<file path="config.mk">
export PLATFORM = sky130hd
export DESIGN_NAME = gain_scheduled_pid
export DESIGN_NICKNAME = d
export VERILOG_FILES = /design/src/sv/gsp_pkg.sv /design/src/sv/gsp_div.sv /design/src/sv/gsp_datapath.sv /design/src/sv/gsp_ctrl.sv /design/src/sv/gain_scheduled_pid.sv
export SDC_FILE = /design/constraint.sdc
export NUM_CORES = 2
export LEC_CHECK = 0
export BUFFER_PORTS_ARGS = -buffer_cell sky130_fd_sc_hd__buf_2
export CAP_MARGIN = 20
export CORE_MARGIN = 2
export CORE_UTILIZATION = 40
export DETAILED_ROUTE_END_ITERATION = 6
export PLACE_DENSITY = 0.6
export SLEW_MARGIN = 20
export SYNTH_ARGS = -nofsm -noshare
export SYNTH_HDL_FRONTEND = slang
export SYNTH_SLANG_ARGS = --single-unit
</file>
<file path="constraint.sdc">
create_clock -name i_clk -period 20.9 [get_ports i_clk]
set_input_delay 4.18 -clock i_clk [delete_from_list [all_inputs] [get_ports i_clk]]
set_output_delay 4.18 -clock i_clk [all_outputs]
set_load 0.01 [all_outputs]
</file>
<file path="src/sv/gsp_pkg.sv">
`default_nettype none
// ----------------------------------------------------------------------------
// gsp_pkg
// Shared widths, codes, gain table and controller/datapath interface types
// for the gain scheduled PID controller.
// ----------------------------------------------------------------------------
package gsp_pkg;

    localparam int SAMPLE_W = 16;            // Q6.10 samples and setpoint
    localparam int ERR_W    = SAMPLE_W + 1;  // error = setpoint - measurement
    localparam int DIFF_W   = ERR_W + 1;     // error - previous error
    localparam int DT_W     = 16;            // unsigned Q0.16 time step
    localparam int ACC_W    = 32;            // integral and derivative
    localparam int GAIN_W   = 12;            // unsigned Q0.12 gains
    localparam int OUT_W    = 32;            // Q22.10 drive value
    localparam int MUL_A_W  = 32;
    localparam int MUL_B_W  = 17;
    localparam int PROD_W   = MUL_A_W + MUL_B_W;
    localparam int SUM_W    = 48;            // Q.22 weighted sum
    localparam int QUO_W    = DIFF_W - 1 + DT_W;
    localparam int CNT_W    = $clog2(QUO_W);
    localparam int ROW_W    = 2;
    localparam int CFG_IDX_W = 2;
    localparam int CFG_DATA_W = 16;

    localparam logic signed [SAMPLE_W-1:0] TARGET_RESET = 16'sd5120;
    localparam logic [DT_W-1:0]            DT_RESET     = 16'd655;

    // A stage write of this code leaves the active gain row unchanged.
    localparam logic [ROW_W-1:0] STAGE_HOLD = 2'd3;

    typedef enum logic [CFG_IDX_W-1:0] {
        CFG_GAIN_STAGE = 2'd0,
        CFG_TARGET     = 2'd1,
        CFG_TIME_STEP  = 2'd2
    } t_cfg_index;

    typedef enum logic [1:0] {
        TERM_P,
        TERM_I,
        TERM_D
    } t_term;

    typedef enum logic [1:0] {
        MUL_ERR_DT,
        MUL_KP,
        MUL_KI,
        MUL_KD
    } t_mul_sel;

    typedef enum logic [1:0] {
        ACC_HOLD,
        ACC_LOAD,
        ACC_ADD
    } t_acc_op;

    typedef struct packed {
        logic     load;
        logic     mul_en;
        t_mul_sel mul_sel;
        logic     div_start;
        logic     int_upd;
        logic     deriv_upd;
        t_acc_op  acc_op;
        logic     out_load;
    } t_cmd;

    typedef struct packed {
        logic div_busy;
    } t_status;

    // Gain schedule: startup, steady state, dynamic response.
    function automatic logic [GAIN_W-1:0] gain_of(input logic [ROW_W-1:0] row,
                                                  input t_term term);
        logic [GAIN_W-1:0] g;
        g = '0;
        case (row)
            2'd1: begin
                case (term)
                    TERM_P:  g = 12'd1229;
                    TERM_I:  g = 12'd205;
                    default: g = 12'd82;
                endcase
            end
            2'd2: begin
                case (term)
                    TERM_P:  g = 12'd3277;
                    TERM_I:  g = 12'd819;
                    default: g = 12'd410;
                endcase
            end
            default: begin
                case (term)
                    TERM_P:  g = 12'd2048;
                    TERM_I:  g = 12'd410;
                    default: g = 12'd205;
                endcase
            end
        endcase
        return g;
    endfunction

endpackage
`default_nettype wire

</file>
<file path="src/sv/gsp_div.sv">
`default_nettype none
// ----------------------------------------------------------------------------
// gsp_div
// Restoring unsigned divider, one quotient bit per cycle.
// ----------------------------------------------------------------------------
module gsp_div (
    input  wire logic                      i_clk,
    input  wire logic                      i_rst_n,
    input  wire logic                      i_start,
    input  wire logic [gsp_pkg::QUO_W-1:0] i_dividend,
    input  wire logic [gsp_pkg::DT_W-1:0]  i_divisor,
    output logic                           o_busy,
    output logic [gsp_pkg::QUO_W-1:0]      o_quotient
);

    logic                        r_busy;
    logic [gsp_pkg::CNT_W-1:0]   r_count;
    logic [gsp_pkg::DT_W-1:0]    r_rem;
    logic [gsp_pkg::DT_W-1:0]    r_dvs;
    logic [gsp_pkg::QUO_W-1:0]   r_quo;

    logic [gsp_pkg::DT_W:0]      w_shift;
    logic [gsp_pkg::DT_W:0]      w_trial;
    logic                        w_fit;

    assign w_shift = {r_rem, r_quo[gsp_pkg::QUO_W-1]};
    assign w_trial = w_shift - {1'b0, r_dvs};
    assign w_fit   = (w_shift >= {1'b0, r_dvs});

    always_ff @(posedge i_clk) begin
        if (!i_rst_n) begin
            r_busy  <= 1'b0;
            r_count <= '0;
        end else if (i_start) begin
            r_busy  <= 1'b1;
            r_count <= gsp_pkg::CNT_W'(gsp_pkg::QUO_W - 1);
        end else if (r_busy) begin
            if (r_count == '0) begin
                r_busy <= 1'b0;
            end else begin
                r_count <= r_count - 1'b1;
            end
        end
    end

    always_ff @(posedge i_clk) begin
        if (i_start) begin
            r_quo <= i_dividend;
            r_rem <= '0;
            r_dvs <= i_divisor;
        end else if (r_busy) begin
            r_rem <= w_fit ? w_trial[gsp_pkg::DT_W-1:0] : w_shift[gsp_pkg::DT_W-1:0];
            r_quo <= {r_quo[gsp_pkg::QUO_W-2:0], w_fit};
        end
    end

    assign o_busy     = r_busy;
    assign o_quotient = r_quo;

endmodule
`default_nettype wire

</file>
<file path="src/sv/gsp_datapath.sv">
`default_nettype none
// ----------------------------------------------------------------------------
// gsp_datapath
// Configuration registers, PID state, shared multiplier, divider, weighted
// sum and output register.
// ----------------------------------------------------------------------------
module gsp_datapath (
    input  wire logic                                i_clk,
    input  wire logic                                i_rst_n,
    input  wire logic                                i_cfg_we,
    input  wire logic [gsp_pkg::CFG_IDX_W-1:0]       i_cfg_index,
    input  wire logic [gsp_pkg::CFG_DATA_W-1:0]      i_cfg_data,
    input  wire logic signed [gsp_pkg::SAMPLE_W-1:0] i_measurement,
    input  wire gsp_pkg::t_cmd                       i_cmd,
    output gsp_pkg::t_status                         o_status,
    output logic signed [gsp_pkg::OUT_W-1:0]         o_drive_value,
    output logic                                     o_saturated
);

    localparam int ISUM_W = gsp_pkg::ACC_W + 2;
    localparam int RND_W  = 35;
    localparam int INCR_W = RND_W - 16;
    localparam int ORS_W  = gsp_pkg::SUM_W - 12;

    localparam logic signed [gsp_pkg::ACC_W-1:0] ACC_MAX = {1'b0, {(gsp_pkg::ACC_W-1){1'b1}}};
    localparam logic signed [gsp_pkg::ACC_W-1:0] ACC_MIN = {1'b1, {(gsp_pkg::ACC_W-1){1'b0}}};
    localparam logic signed [gsp_pkg::OUT_W-1:0] OUT_MAX = {1'b0, {(gsp_pkg::OUT_W-1){1'b1}}};
    localparam logic signed [gsp_pkg::OUT_W-1:0] OUT_MIN = {1'b1, {(gsp_pkg::OUT_W-1){1'b0}}};

    // Configuration.
    logic [gsp_pkg::ROW_W-1:0]            r_row;
    logic signed [gsp_pkg::SAMPLE_W-1:0]  r_target;
    logic [gsp_pkg::DT_W-1:0]             r_dt;

    // State and working registers.
    logic signed [gsp_pkg::ERR_W-1:0]     r_err;
    logic signed [gsp_pkg::ERR_W-1:0]     r_prev;
    logic signed [gsp_pkg::ACC_W-1:0]     r_int;
    logic signed [gsp_pkg::ACC_W-1:0]     r_deriv;
    logic signed [gsp_pkg::PROD_W-1:0]    r_prod;
    logic signed [gsp_pkg::SUM_W-1:0]     r_acc;
    logic                                 r_sat;
    logic signed [gsp_pkg::OUT_W-1:0]     r_drive;
    logic                                 r_sat_out;

    logic signed [gsp_pkg::MUL_A_W-1:0]   w_mul_a;
    logic signed [gsp_pkg::MUL_B_W-1:0]   w_mul_b;
    logic signed [gsp_pkg::PROD_W-1:0]    n_prod;

    logic signed [gsp_pkg::DIFF_W-1:0]    w_diff;
    logic [gsp_pkg::DIFF_W-1:0]           w_mag;
    logic [gsp_pkg::QUO_W-1:0]            w_quo;
    logic                                 w_div_busy;

    logic signed [RND_W-1:0]              w_rnd;
    logic signed [INCR_W-1:0]             w_incr;
    logic signed [ISUM_W-1:0]             w_isum;
    logic signed [gsp_pkg::ACC_W-1:0]     n_int;
    logic                                 w_int_clamp;

    logic signed [gsp_pkg::ACC_W-1:0]     n_deriv;
    logic                                 w_der_clamp;

    logic signed [gsp_pkg::SUM_W-1:0]     w_osum;
    logic signed [ORS_W-1:0]              w_ors;
    logic signed [gsp_pkg::OUT_W-1:0]     n_drive;
    logic                                 w_out_clamp;

    always_ff @(posedge i_clk) begin
        if (!i_rst_n) begin
            r_row    <= '0;
            r_target <= gsp_pkg::TARGET_RESET;
            r_dt     <= gsp_pkg::DT_RESET;
        end else if (i_cfg_we) begin
            case (i_cfg_index)
                gsp_pkg::CFG_GAIN_STAGE: begin
                    if (i_cfg_data[gsp_pkg::ROW_W-1:0] != gsp_pkg::STAGE_HOLD) begin
                        r_row <= i_cfg_data[gsp_pkg::ROW_W-1:0];
                    end
                end
                gsp_pkg::CFG_TARGET:    r_target <= $signed(i_cfg_data[gsp_pkg::SAMPLE_W-1:0]);
                gsp_pkg::CFG_TIME_STEP: r_dt     <= i_cfg_data[gsp_pkg::DT_W-1:0];
                default: ;
            endcase
        end
    end

    // Shared multiplier operand selection.
    always_comb begin
        w_mul_a = gsp_pkg::MUL_A_W'(r_err);
        w_mul_b = '0;
        case (i_cmd.mul_sel)
            gsp_pkg::MUL_ERR_DT: begin
                w_mul_a = gsp_pkg::MUL_A_W'(r_err);
                w_mul_b = $signed({1'b0, r_dt});
            end
            gsp_pkg::MUL_KP: begin
                w_mul_a = gsp_pkg::MUL_A_W'(r_err);
                w_mul_b = $signed(gsp_pkg::MUL_B_W'(gsp_pkg::gain_of(r_row, gsp_pkg::TERM_P)));
            end
            gsp_pkg::MUL_KI: begin
                w_mul_a = r_int;
                w_mul_b = $signed(gsp_pkg::MUL_B_W'(gsp_pkg::gain_of(r_row, gsp_pkg::TERM_I)));
            end
            gsp_pkg::MUL_KD: begin
                w_mul_a = r_deriv;
                w_mul_b = $signed(gsp_pkg::MUL_B_W'(gsp_pkg::gain_of(r_row, gsp_pkg::TERM_D)));
            end
            default: ;
        endcase
    end

    assign n_prod = w_mul_a * w_mul_b;

    // Integral step: round half up of error*dt / 2^16, then saturate.
    assign w_rnd  = r_prod[RND_W-1:0] + RND_W'(32768);
    assign w_incr = w_rnd[RND_W-1:16];
    assign w_isum = ISUM_W'(r_int) + ISUM_W'(w_incr);

    always_comb begin
        w_int_clamp = (w_isum[ISUM_W-1:gsp_pkg::ACC_W-1] != '0) &&
                      (w_isum[ISUM_W-1:gsp_pkg::ACC_W-1] != '1);
        if (w_int_clamp) begin
            n_int = w_isum[ISUM_W-1] ? ACC_MIN : ACC_MAX;
        end else begin
            n_int = w_isum[gsp_pkg::ACC_W-1:0];
        end
    end

    // Derivative: |diff| * 2^16 / dt with the sign of diff.
    assign w_diff = gsp_pkg::DIFF_W'(r_err) - gsp_pkg::DIFF_W'(r_prev);
    assign w_mag  = w_diff[gsp_pkg::DIFF_W-1] ? -w_diff : w_diff;

    gsp_div u_div (
        .i_clk      (i_clk),
        .i_rst_n    (i_rst_n),
        .i_start    (i_cmd.div_start),
        .i_dividend ({w_mag[gsp_pkg::DIFF_W-2:0], {gsp_pkg::DT_W{1'b0}}}),
        .i_divisor  (r_dt),
        .o_busy     (w_div_busy),
        .o_quotient (w_quo)
    );

    always_comb begin
        n_deriv     = '0;
        w_der_clamp = 1'b0;
        if (r_dt == '0) begin
            // No time step: the derivative pins to the limit in the direction of change.
            if (w_diff != '0) begin
                w_der_clamp = 1'b1;
                n_deriv     = w_diff[gsp_pkg::DIFF_W-1] ? ACC_MIN : ACC_MAX;
            end
        end else if (w_diff[gsp_pkg::DIFF_W-1]) begin
            if (w_quo[gsp_pkg::QUO_W-1] ||
                (w_quo[gsp_pkg::ACC_W-1] && (w_quo[gsp_pkg::ACC_W-2:0] != '0))) begin
                w_der_clamp = 1'b1;
                n_deriv     = ACC_MIN;
            end else begin
                n_deriv = -$signed(w_quo[gsp_pkg::ACC_W-1:0]);
            end
        end else begin
            if (w_quo[gsp_pkg::QUO_W-1:gsp_pkg::ACC_W-1] != '0) begin
                w_der_clamp = 1'b1;
                n_deriv     = ACC_MAX;
            end else begin
                n_deriv = $signed(w_quo[gsp_pkg::ACC_W-1:0]);
            end
        end
    end

    // Output: round half up of the Q.22 sum to Q.10, then saturate.
    assign w_osum = r_acc + gsp_pkg::SUM_W'(2048);
    assign w_ors  = w_osum[gsp_pkg::SUM_W-1:12];

    always_comb begin
        w_out_clamp = (w_ors[ORS_W-1:gsp_pkg::OUT_W-1] != '0) &&
                      (w_ors[ORS_W-1:gsp_pkg::OUT_W-1] != '1);
        if (w_out_clamp) begin
            n_drive = w_ors[ORS_W-1] ? OUT_MIN : OUT_MAX;
        end else begin
            n_drive = w_ors[gsp_pkg::OUT_W-1:0];
        end
    end

    always_ff @(posedge i_clk) begin
        if (!i_rst_n) begin
            r_int  <= '0;
            r_prev <= '0;
        end else begin
            if (i_cmd.int_upd) begin
                r_int <= n_int;
            end
            if (i_cmd.out_load) begin
                r_prev <= r_err;
            end
        end
    end

    always_ff @(posedge i_clk) begin
        if (i_cmd.load) begin
            r_err <= gsp_pkg::ERR_W'(r_target) - gsp_pkg::ERR_W'(i_measurement);
            r_sat <= 1'b0;
        end else if ((i_cmd.int_upd && w_int_clamp) || (i_cmd.deriv_upd && w_der_clamp)) begin
            r_sat <= 1'b1;
        end
        if (i_cmd.mul_en) begin
            r_prod <= n_prod;
        end
        if (i_cmd.deriv_upd) begin
            r_deriv <= n_deriv;
        end
        case (i_cmd.acc_op)
            gsp_pkg::ACC_LOAD: r_acc <= r_prod[gsp_pkg::SUM_W-1:0];
            gsp_pkg::ACC_ADD:  r_acc <= r_acc + r_prod[gsp_pkg::SUM_W-1:0];
            default: ;
        endcase
        if (i_cmd.out_load) begin
            r_drive   <= n_drive;
            r_sat_out <= r_sat | w_out_clamp;
        end
    end

    assign o_status.div_busy = w_div_busy;
    assign o_drive_value     = r_drive;
    assign o_saturated       = r_sat_out;

endmodule
`default_nettype wire

</file>
<file path="src/sv/gsp_ctrl.sv">
`default_nettype none
// ----------------------------------------------------------------------------
// gsp_ctrl
// Sequencer for one PID step and the request handshakes on both channels.
// ----------------------------------------------------------------------------
module gsp_ctrl (
    input  wire logic             i_clk,
    input  wire logic             i_rst_n,
    input  wire logic             i_valid,
    output logic                  o_stall,
    output logic                  o_valid,
    input  wire logic             i_stall,
    input  wire gsp_pkg::t_status i_status,
    output gsp_pkg::t_cmd         o_cmd
);

    typedef enum logic [3:0] {
        S_IDLE,
        S_MUL_DT,
        S_INT,
        S_DIV,
        S_DERIV,
        S_MUL_I,
        S_MUL_D,
        S_SUM,
        S_OUT
    } t_state;

    t_state        r_state, n_state;
    logic          r_out_valid, n_out_valid;
    gsp_pkg::t_cmd n_cmd;
    logic          w_out_free;

    assign w_out_free = !r_out_valid || !i_stall;

    always_comb begin
        n_state     = r_state;
        n_out_valid = r_out_valid && i_stall;
        n_cmd       = '0;
        n_cmd.mul_sel = gsp_pkg::MUL_ERR_DT;
        n_cmd.acc_op  = gsp_pkg::ACC_HOLD;
        case (r_state)
            S_IDLE: begin
                if (i_valid) begin
                    n_cmd.load = 1'b1;
                    n_state    = S_MUL_DT;
                end
            end
            S_MUL_DT: begin
                n_cmd.mul_en    = 1'b1;
                n_cmd.mul_sel   = gsp_pkg::MUL_ERR_DT;
                n_cmd.div_start = 1'b1;
                n_state         = S_INT;
            end
            S_INT: begin
                n_cmd.int_upd = 1'b1;
                n_state       = S_DIV;
            end
            S_DIV: begin
                if (!i_status.div_busy) begin
                    n_state = S_DERIV;
                end
            end
            S_DERIV: begin
                n_cmd.deriv_upd = 1'b1;
                n_cmd.mul_en    = 1'b1;
                n_cmd.mul_sel   = gsp_pkg::MUL_KP;
                n_state         = S_MUL_I;
            end
            S_MUL_I: begin
                n_cmd.acc_op  = gsp_pkg::ACC_LOAD;
                n_cmd.mul_en  = 1'b1;
                n_cmd.mul_sel = gsp_pkg::MUL_KI;
                n_state       = S_MUL_D;
            end
            S_MUL_D: begin
                n_cmd.acc_op  = gsp_pkg::ACC_ADD;
                n_cmd.mul_en  = 1'b1;
                n_cmd.mul_sel = gsp_pkg::MUL_KD;
                n_state       = S_SUM;
            end
            S_SUM: begin
                n_cmd.acc_op = gsp_pkg::ACC_ADD;
                n_state      = S_OUT;
            end
            S_OUT: begin
                // The result waits here until the output register is free.
                if (w_out_free) begin
                    n_cmd.out_load = 1'b1;
                    n_out_valid    = 1'b1;
                    n_state        = S_IDLE;
                end
            end
            default: n_state = S_IDLE;
        endcase
    end

    always_ff @(posedge i_clk) begin
        if (!i_rst_n) begin
            r_state     <= S_IDLE;
            r_out_valid <= 1'b0;
        end else begin
            r_state     <= n_state;
            r_out_valid <= n_out_valid;
        end
    end

    assign o_cmd   = n_cmd;
    assign o_stall = (r_state != S_IDLE);
    assign o_valid = r_out_valid;

    a_load_free: assert property (@(posedge i_clk) disable iff (!i_rst_n)
        n_cmd.out_load |-> w_out_free)
        else $error("output register loaded while a result is still held");

    a_accept_seq: assert property (@(posedge i_clk) disable iff (!i_rst_n)
        (i_valid && !o_stall) |=> (r_state == S_MUL_DT))
        else $error("accepted request did not start the sequence");

    a_div_runs: assert property (@(posedge i_clk) disable iff (!i_rst_n)
        n_cmd.div_start |=> i_status.div_busy)
        else $error("divider did not start");

    a_div_exit: assert property (@(posedge i_clk) disable iff (!i_rst_n)
        (r_state == S_DIV && !i_status.div_busy) |=> (r_state == S_DERIV))
        else $error("sequencer missed divider completion");

endmodule
`default_nettype wire

</file>
<file path="src/sv/gain_scheduled_pid.sv">
`default_nettype none
// ----------------------------------------------------------------------------
// gain_scheduled_pid
// PID controller with a three-row gain schedule and saturating fixed point.
// ----------------------------------------------------------------------------
// Each measurement request is accepted in idle and then runs through the
// error*dt product, the integral update, the bit-serial divider that forms
// the derivative, the gain products on the shared 32x17 multiplier, the
// weighted sum and the output rounding; the next request is accepted back
// in idle. A finished result sits in an output register, so a new
// measurement is taken while the previous result waits; a step only stalls
// at its end if that register is still occupied. Configuration writes take
// effect at once and are meant for idle periods. There is no clearing pass.
module gain_scheduled_pid (
    input  wire logic                                i_clk,
    input  wire logic                                i_rst_n,
    input  wire logic                                i_cfg_we,
    input  wire logic [gsp_pkg::CFG_IDX_W-1:0]       i_cfg_index,
    input  wire logic [gsp_pkg::CFG_DATA_W-1:0]      i_cfg_data,
    input  wire logic                                i_valid,
    output logic                                     o_stall,
    input  wire logic signed [gsp_pkg::SAMPLE_W-1:0] i_measurement,
    output logic                                     o_valid,
    input  wire logic                                i_stall,
    output logic signed [gsp_pkg::OUT_W-1:0]         o_drive_value,
    output logic                                     o_saturated
);

    gsp_pkg::t_cmd    w_cmd;
    gsp_pkg::t_status w_status;

    gsp_ctrl u_ctrl (
        .i_clk    (i_clk),
        .i_rst_n  (i_rst_n),
        .i_valid  (i_valid),
        .o_stall  (o_stall),
        .o_valid  (o_valid),
        .i_stall  (i_stall),
        .i_status (w_status),
        .o_cmd    (w_cmd)
    );

    gsp_datapath u_datapath (
        .i_clk         (i_clk),
        .i_rst_n       (i_rst_n),
        .i_cfg_we      (i_cfg_we),
        .i_cfg_index   (i_cfg_index),
        .i_cfg_data    (i_cfg_data),
        .i_measurement (i_measurement),
        .i_cmd         (w_cmd),
        .o_status      (w_status),
        .o_drive_value (o_drive_value),
        .o_saturated   (o_saturated)
    );

endmodule
`default_nettype wire
</file>
==> impl_metrics.tcl <==
set metrics [dict create \
    cts_tree "done" \
    core_um2 98100 \
    grt_pass1_wl_mm 178 \
    fmax_mhz 106 \
    ys_seq_elements 339 \
    syn-instance-count 4497 \
    fin_crit_sh_pct 45.0 \
    async_flop_share_pct 0 \
    ant_nets 0 \
    area_delta_synth_final_pct 8.51 \
    hold_class "flip-flop to flip-flop" \
    clk_pin_slew_worst_paths_ps 60 \
    status "finished clean" \
    worstReg2RegEnd "u_datapath.r_prod[46]$_DFFE_PP_" \
    drtPass1Iterations 5 \
    worstRegToRegCells 27 \
    grt_usage_pct 22.2 \
    synth_edf_count 211 \
    crit_fanout 20 \
    hold_path_depth 2 \
    cts_buffers 44 \
    yosysUniqueCellTypes 86 \
    final_area_um2 42800 \
    rsz0062_at_grt "false" \
    grt_max_degree 91 \
    arrival_ps 9750 \
    avgViaCountPerCell 5.43 \
    syn_area_per_cell_um2 8.78 \
    pre_cts_slack_ps 11610 \
    clkLatencyLatePin_ps 610 \
    die_x_um 318 \
    pin_count 74 \
    skew_ps 13.6 \
    max_cap_viol_count 0 \
    die_h_um 318 \
    num_vias 31647 \
    routed_wl_mm 111 \
    synth_nets 5278 \
    cts_htree_levels 2 \
    place_hpwl_mm 87.5 \
    syn-cell-area_um2 39500 \
    regToRegSetupSlack_ps 11500 \
    period_minus_slack_ps 9400 \
    dominantRegCellSynth "edfxtp_1" \
    antenna_found_initial 4 \
    final_max_slew_viol_count 0 \
    end_kind "flip-flop" \
    cts-resized-gates 0 \
    maxSlewHeadroom_pct 23.1 \
    cts_hold_buf 0 \
    routedWlPerCell_um 19.1 \
    postCtsSetupBuffers 0 \
    start_util_pct 40.2 \
    drc 0 \
    tns_ps 0 \
    routabilityCongestion 0.921 \
    rows 115 \
    numClockSinks 339 \
    overflow 0 \
    cp_data_required_time_ps 21240 \
    worstHoldStart "u_datapath.r_prev[16]$_SDFFE_PN0P_" \
    io_buffers 73 \
    timing.rr.start "u_ctrl.r_state[1]$_SDFFE_PN0P_" \
    fin_ws_ps 11500 \
    final_nets 5282 \
    dieArea_um2 101000 \
    critPathLaunchType "flip-flop" \
    setup_viol 0 \
    drtIter0Drc 2521 \
    crit_type "flip-flop to flip-flop" \
    dpl_cell_area_um2 41300 \
    cts_root_buf "clkbuf_16" \
    drive_gt1_share_pct 6.50 \
    grt_pass1_vias 31452 \
    whs_endpoint "u_datapath.r_prev[16]$_SDFFE_PN0P_" \
    yosysWarnings 0 \
    seq_area_frac_synth_pct 22.5 \
    hold_viol_final 0 \
    tightest_slew_ps 1150 \
    cts_buffer_depth 3 \
]
==> critical path: stages (launching register included) <==
cell	delay (ps)
dfxtp_1	620
inv_1	440
nand2_1	460
buf_4	290
o22ai_1	140
a21oi_2	610
nand2_1	150
fa_1	510
inv_1	50
fa_1	510
inv_1	60
fa_1	520
inv_1	50
fa_1	460
fa_1	550
inv_1	50
fa_1	520
inv_1	40
ha_1	360
nand4_1	150
a211oi_1	90
o311ai_0	810
a311oi_1	310
a41o_1	360
a2bb2oi_1	180
a221o_1	390
a221oi_1	350
xnor2_1	100
==> state kept, by name, indices dropped and copies added (netlist names), 2 cells and up <==
signal and count:
u_ctrl.r_state 4, u_datapath.o_drive_value 32, u_datapath.r_acc 48, u_datapath.r_deriv 32
u_datapath.r_dt 16, u_datapath.r_err 17, u_datapath.r_int 32, u_datapath.r_prev 17
u_datapath.r_prod 48, u_datapath.r_row 2, u_datapath.r_target 16, u_datapath.u_div.o_quotient 33
u_datapath.u_div.r_count 6, u_datapath.u_div.r_dvs 16, u_datapath.u_div.r_rem 16
==> how the worst max path moves through the flow <==
stage,start,end,slack [ps],cells after the start
finish,u_ctrl.r_state[1]$_SDFFE_PN0P_,u_datapath.r_prod[46]$_DFFE_PP_,11500,27
global route,u_ctrl.r_state[1]$_SDFFE_PN0P_,u_datapath.r_prod[46]$_DFFE_PP_,10970,27
CTS,u_ctrl.r_state[1]$_SDFFE_PN0P_,u_datapath.r_prod[46]$_DFFE_PP_,11620,27
detailed placement,u_ctrl.r_state[1]$_SDFFE_PN0P_,u_datapath.r_prod[46]$_DFFE_PP_,11610,27
global placement,u_ctrl.r_state[1]$_SDFFE_PN0P_,u_datapath.r_prod[46]$_DFFE_PP_,11340,27
floorplan,u_ctrl.r_state[3]$_SDFFE_PN0P_,u_datapath.r_prod[46]$_DFFE_PP_,12890,31
==> kinds of logic after synthesis <==
logic type | synth area share, %
AO/OA/AOI/OAI | 14.8
XOR/XNOR | 4.99
adder cells (fa/ha/maj) | 32.9
buffers and inverters | 8.56
flip-flops | 22.5
multiplexers | 1.83
AND/OR/NAND/NOR | 14.4
==> layer usage <==
metal  share of wire [%]  vias up  global-route usage (%)  wire length [um]
met2                  46      997                    36.0             50800
met4                 3.3        4                    7.14              3710
li1                    -    14817                       -                 -
met3                 6.9      171                    3.59              7640
met1                  44    15658                    30.4             49300
met5               0.019        -                       0                21
==> cell type report <==
cell class | count | area [um2]
diodes | 1 | 2.50
clock buffers | 55 | 1210
clock inverters | 27 | 265
fillers | 9722 | 55300
inverters | 723 | 2710
multi-input cells | 3258 | 27300
flip-flops and latches | 339 | 8900
well taps | 1287 | 1610
repair buffers | 135 | 835
==> metrics by stage <==
| step | cells | utilization (%) | hold WS, ps |
|---|---|---|---|
| 6_report | 5825 | 43.7 | 467 |
| 2_1_floorplan | 4497 | - | 418 |
| 3_3_place_gp | 5741 | 42.1 | 435 |
| 3_5_place_dp | 5741 | 42.1 | 451 |
| 5_1_grt | 5824 | 43.7 | 485 |
| 4_1_cts | 5823 | 43.6 | 468 |
==> placed cells by master (no fill, tap or decap), types with 13 or more instances in the layout <==
master / netlist / final
xor2_1: 86 / 86
inv_1: 720 / 719
edfxtp_1: 211 / 211
a31oi_1: 26 / 25
o21ai_0: 265 / 261
nand4_1: 26 / 26
buf_4: 0 / 61
and3_1: 35 / 35
ha_1: 253 / 252
nor4_1: 13 / 13
a21oi_1: 257 / 254
nand2b_1: 20 / 20
xnor2_1: 139 / 139
nor2b_1: 49 / 49
a21boi_0: 53 / 53
buf_2: 1 / 73
or3_1: 14 / 14
a211oi_1: 17 / 16
nand3_1: 80 / 80
o22ai_1: 36 / 36
o21a_1: 23 / 23
mux2i_1: 33 / 33
nor2_1: 320 / 320
clkbuf_16: 0 / 46
nand2_1: 577 / 576
dfxtp_1: 128 / 126
and2_1: 32 / 32
mux2_2: 35 / 35
fa_1: 489 / 489
nor3_1: 47 / 45
o21bai_1: 21 / 21
a21o_1: 132 / 132
==> cells in the mapped netlist (21+ instances only) <==
library cell  count  area share [%]
a21o_1          132             2.5
xnor2_1         139             3.1
o21bai_1         21            0.40
fa_1            489              25
a21oi_1         257             3.3
and2_1           32            0.51
nor3_1           47            0.60
o22ai_1          36            0.57
a21boi_0         53             1.0
and3_1           35            0.55
o21a_1           23            0.44
nand2_1         577             5.5
nand3_1          80             1.0
nand4_1          26            0.41
dfxtp_1         128             6.5
ha_1            253             8.0
xor2_1           86             1.9
mux2_2           35             1.0
inv_1           720             6.8
o21ai_0         265             3.4
edfxtp_1        211              16
a31oi_1          26            0.41
nor2b_1          49            0.78
nor2_1          320             3.0
clkbuf_1        166             1.6
mux2i_1          33            0.84
Power is not shown: default switching activity piles up to over one toggle a cycle in this logic, so the estimate is an artifact.
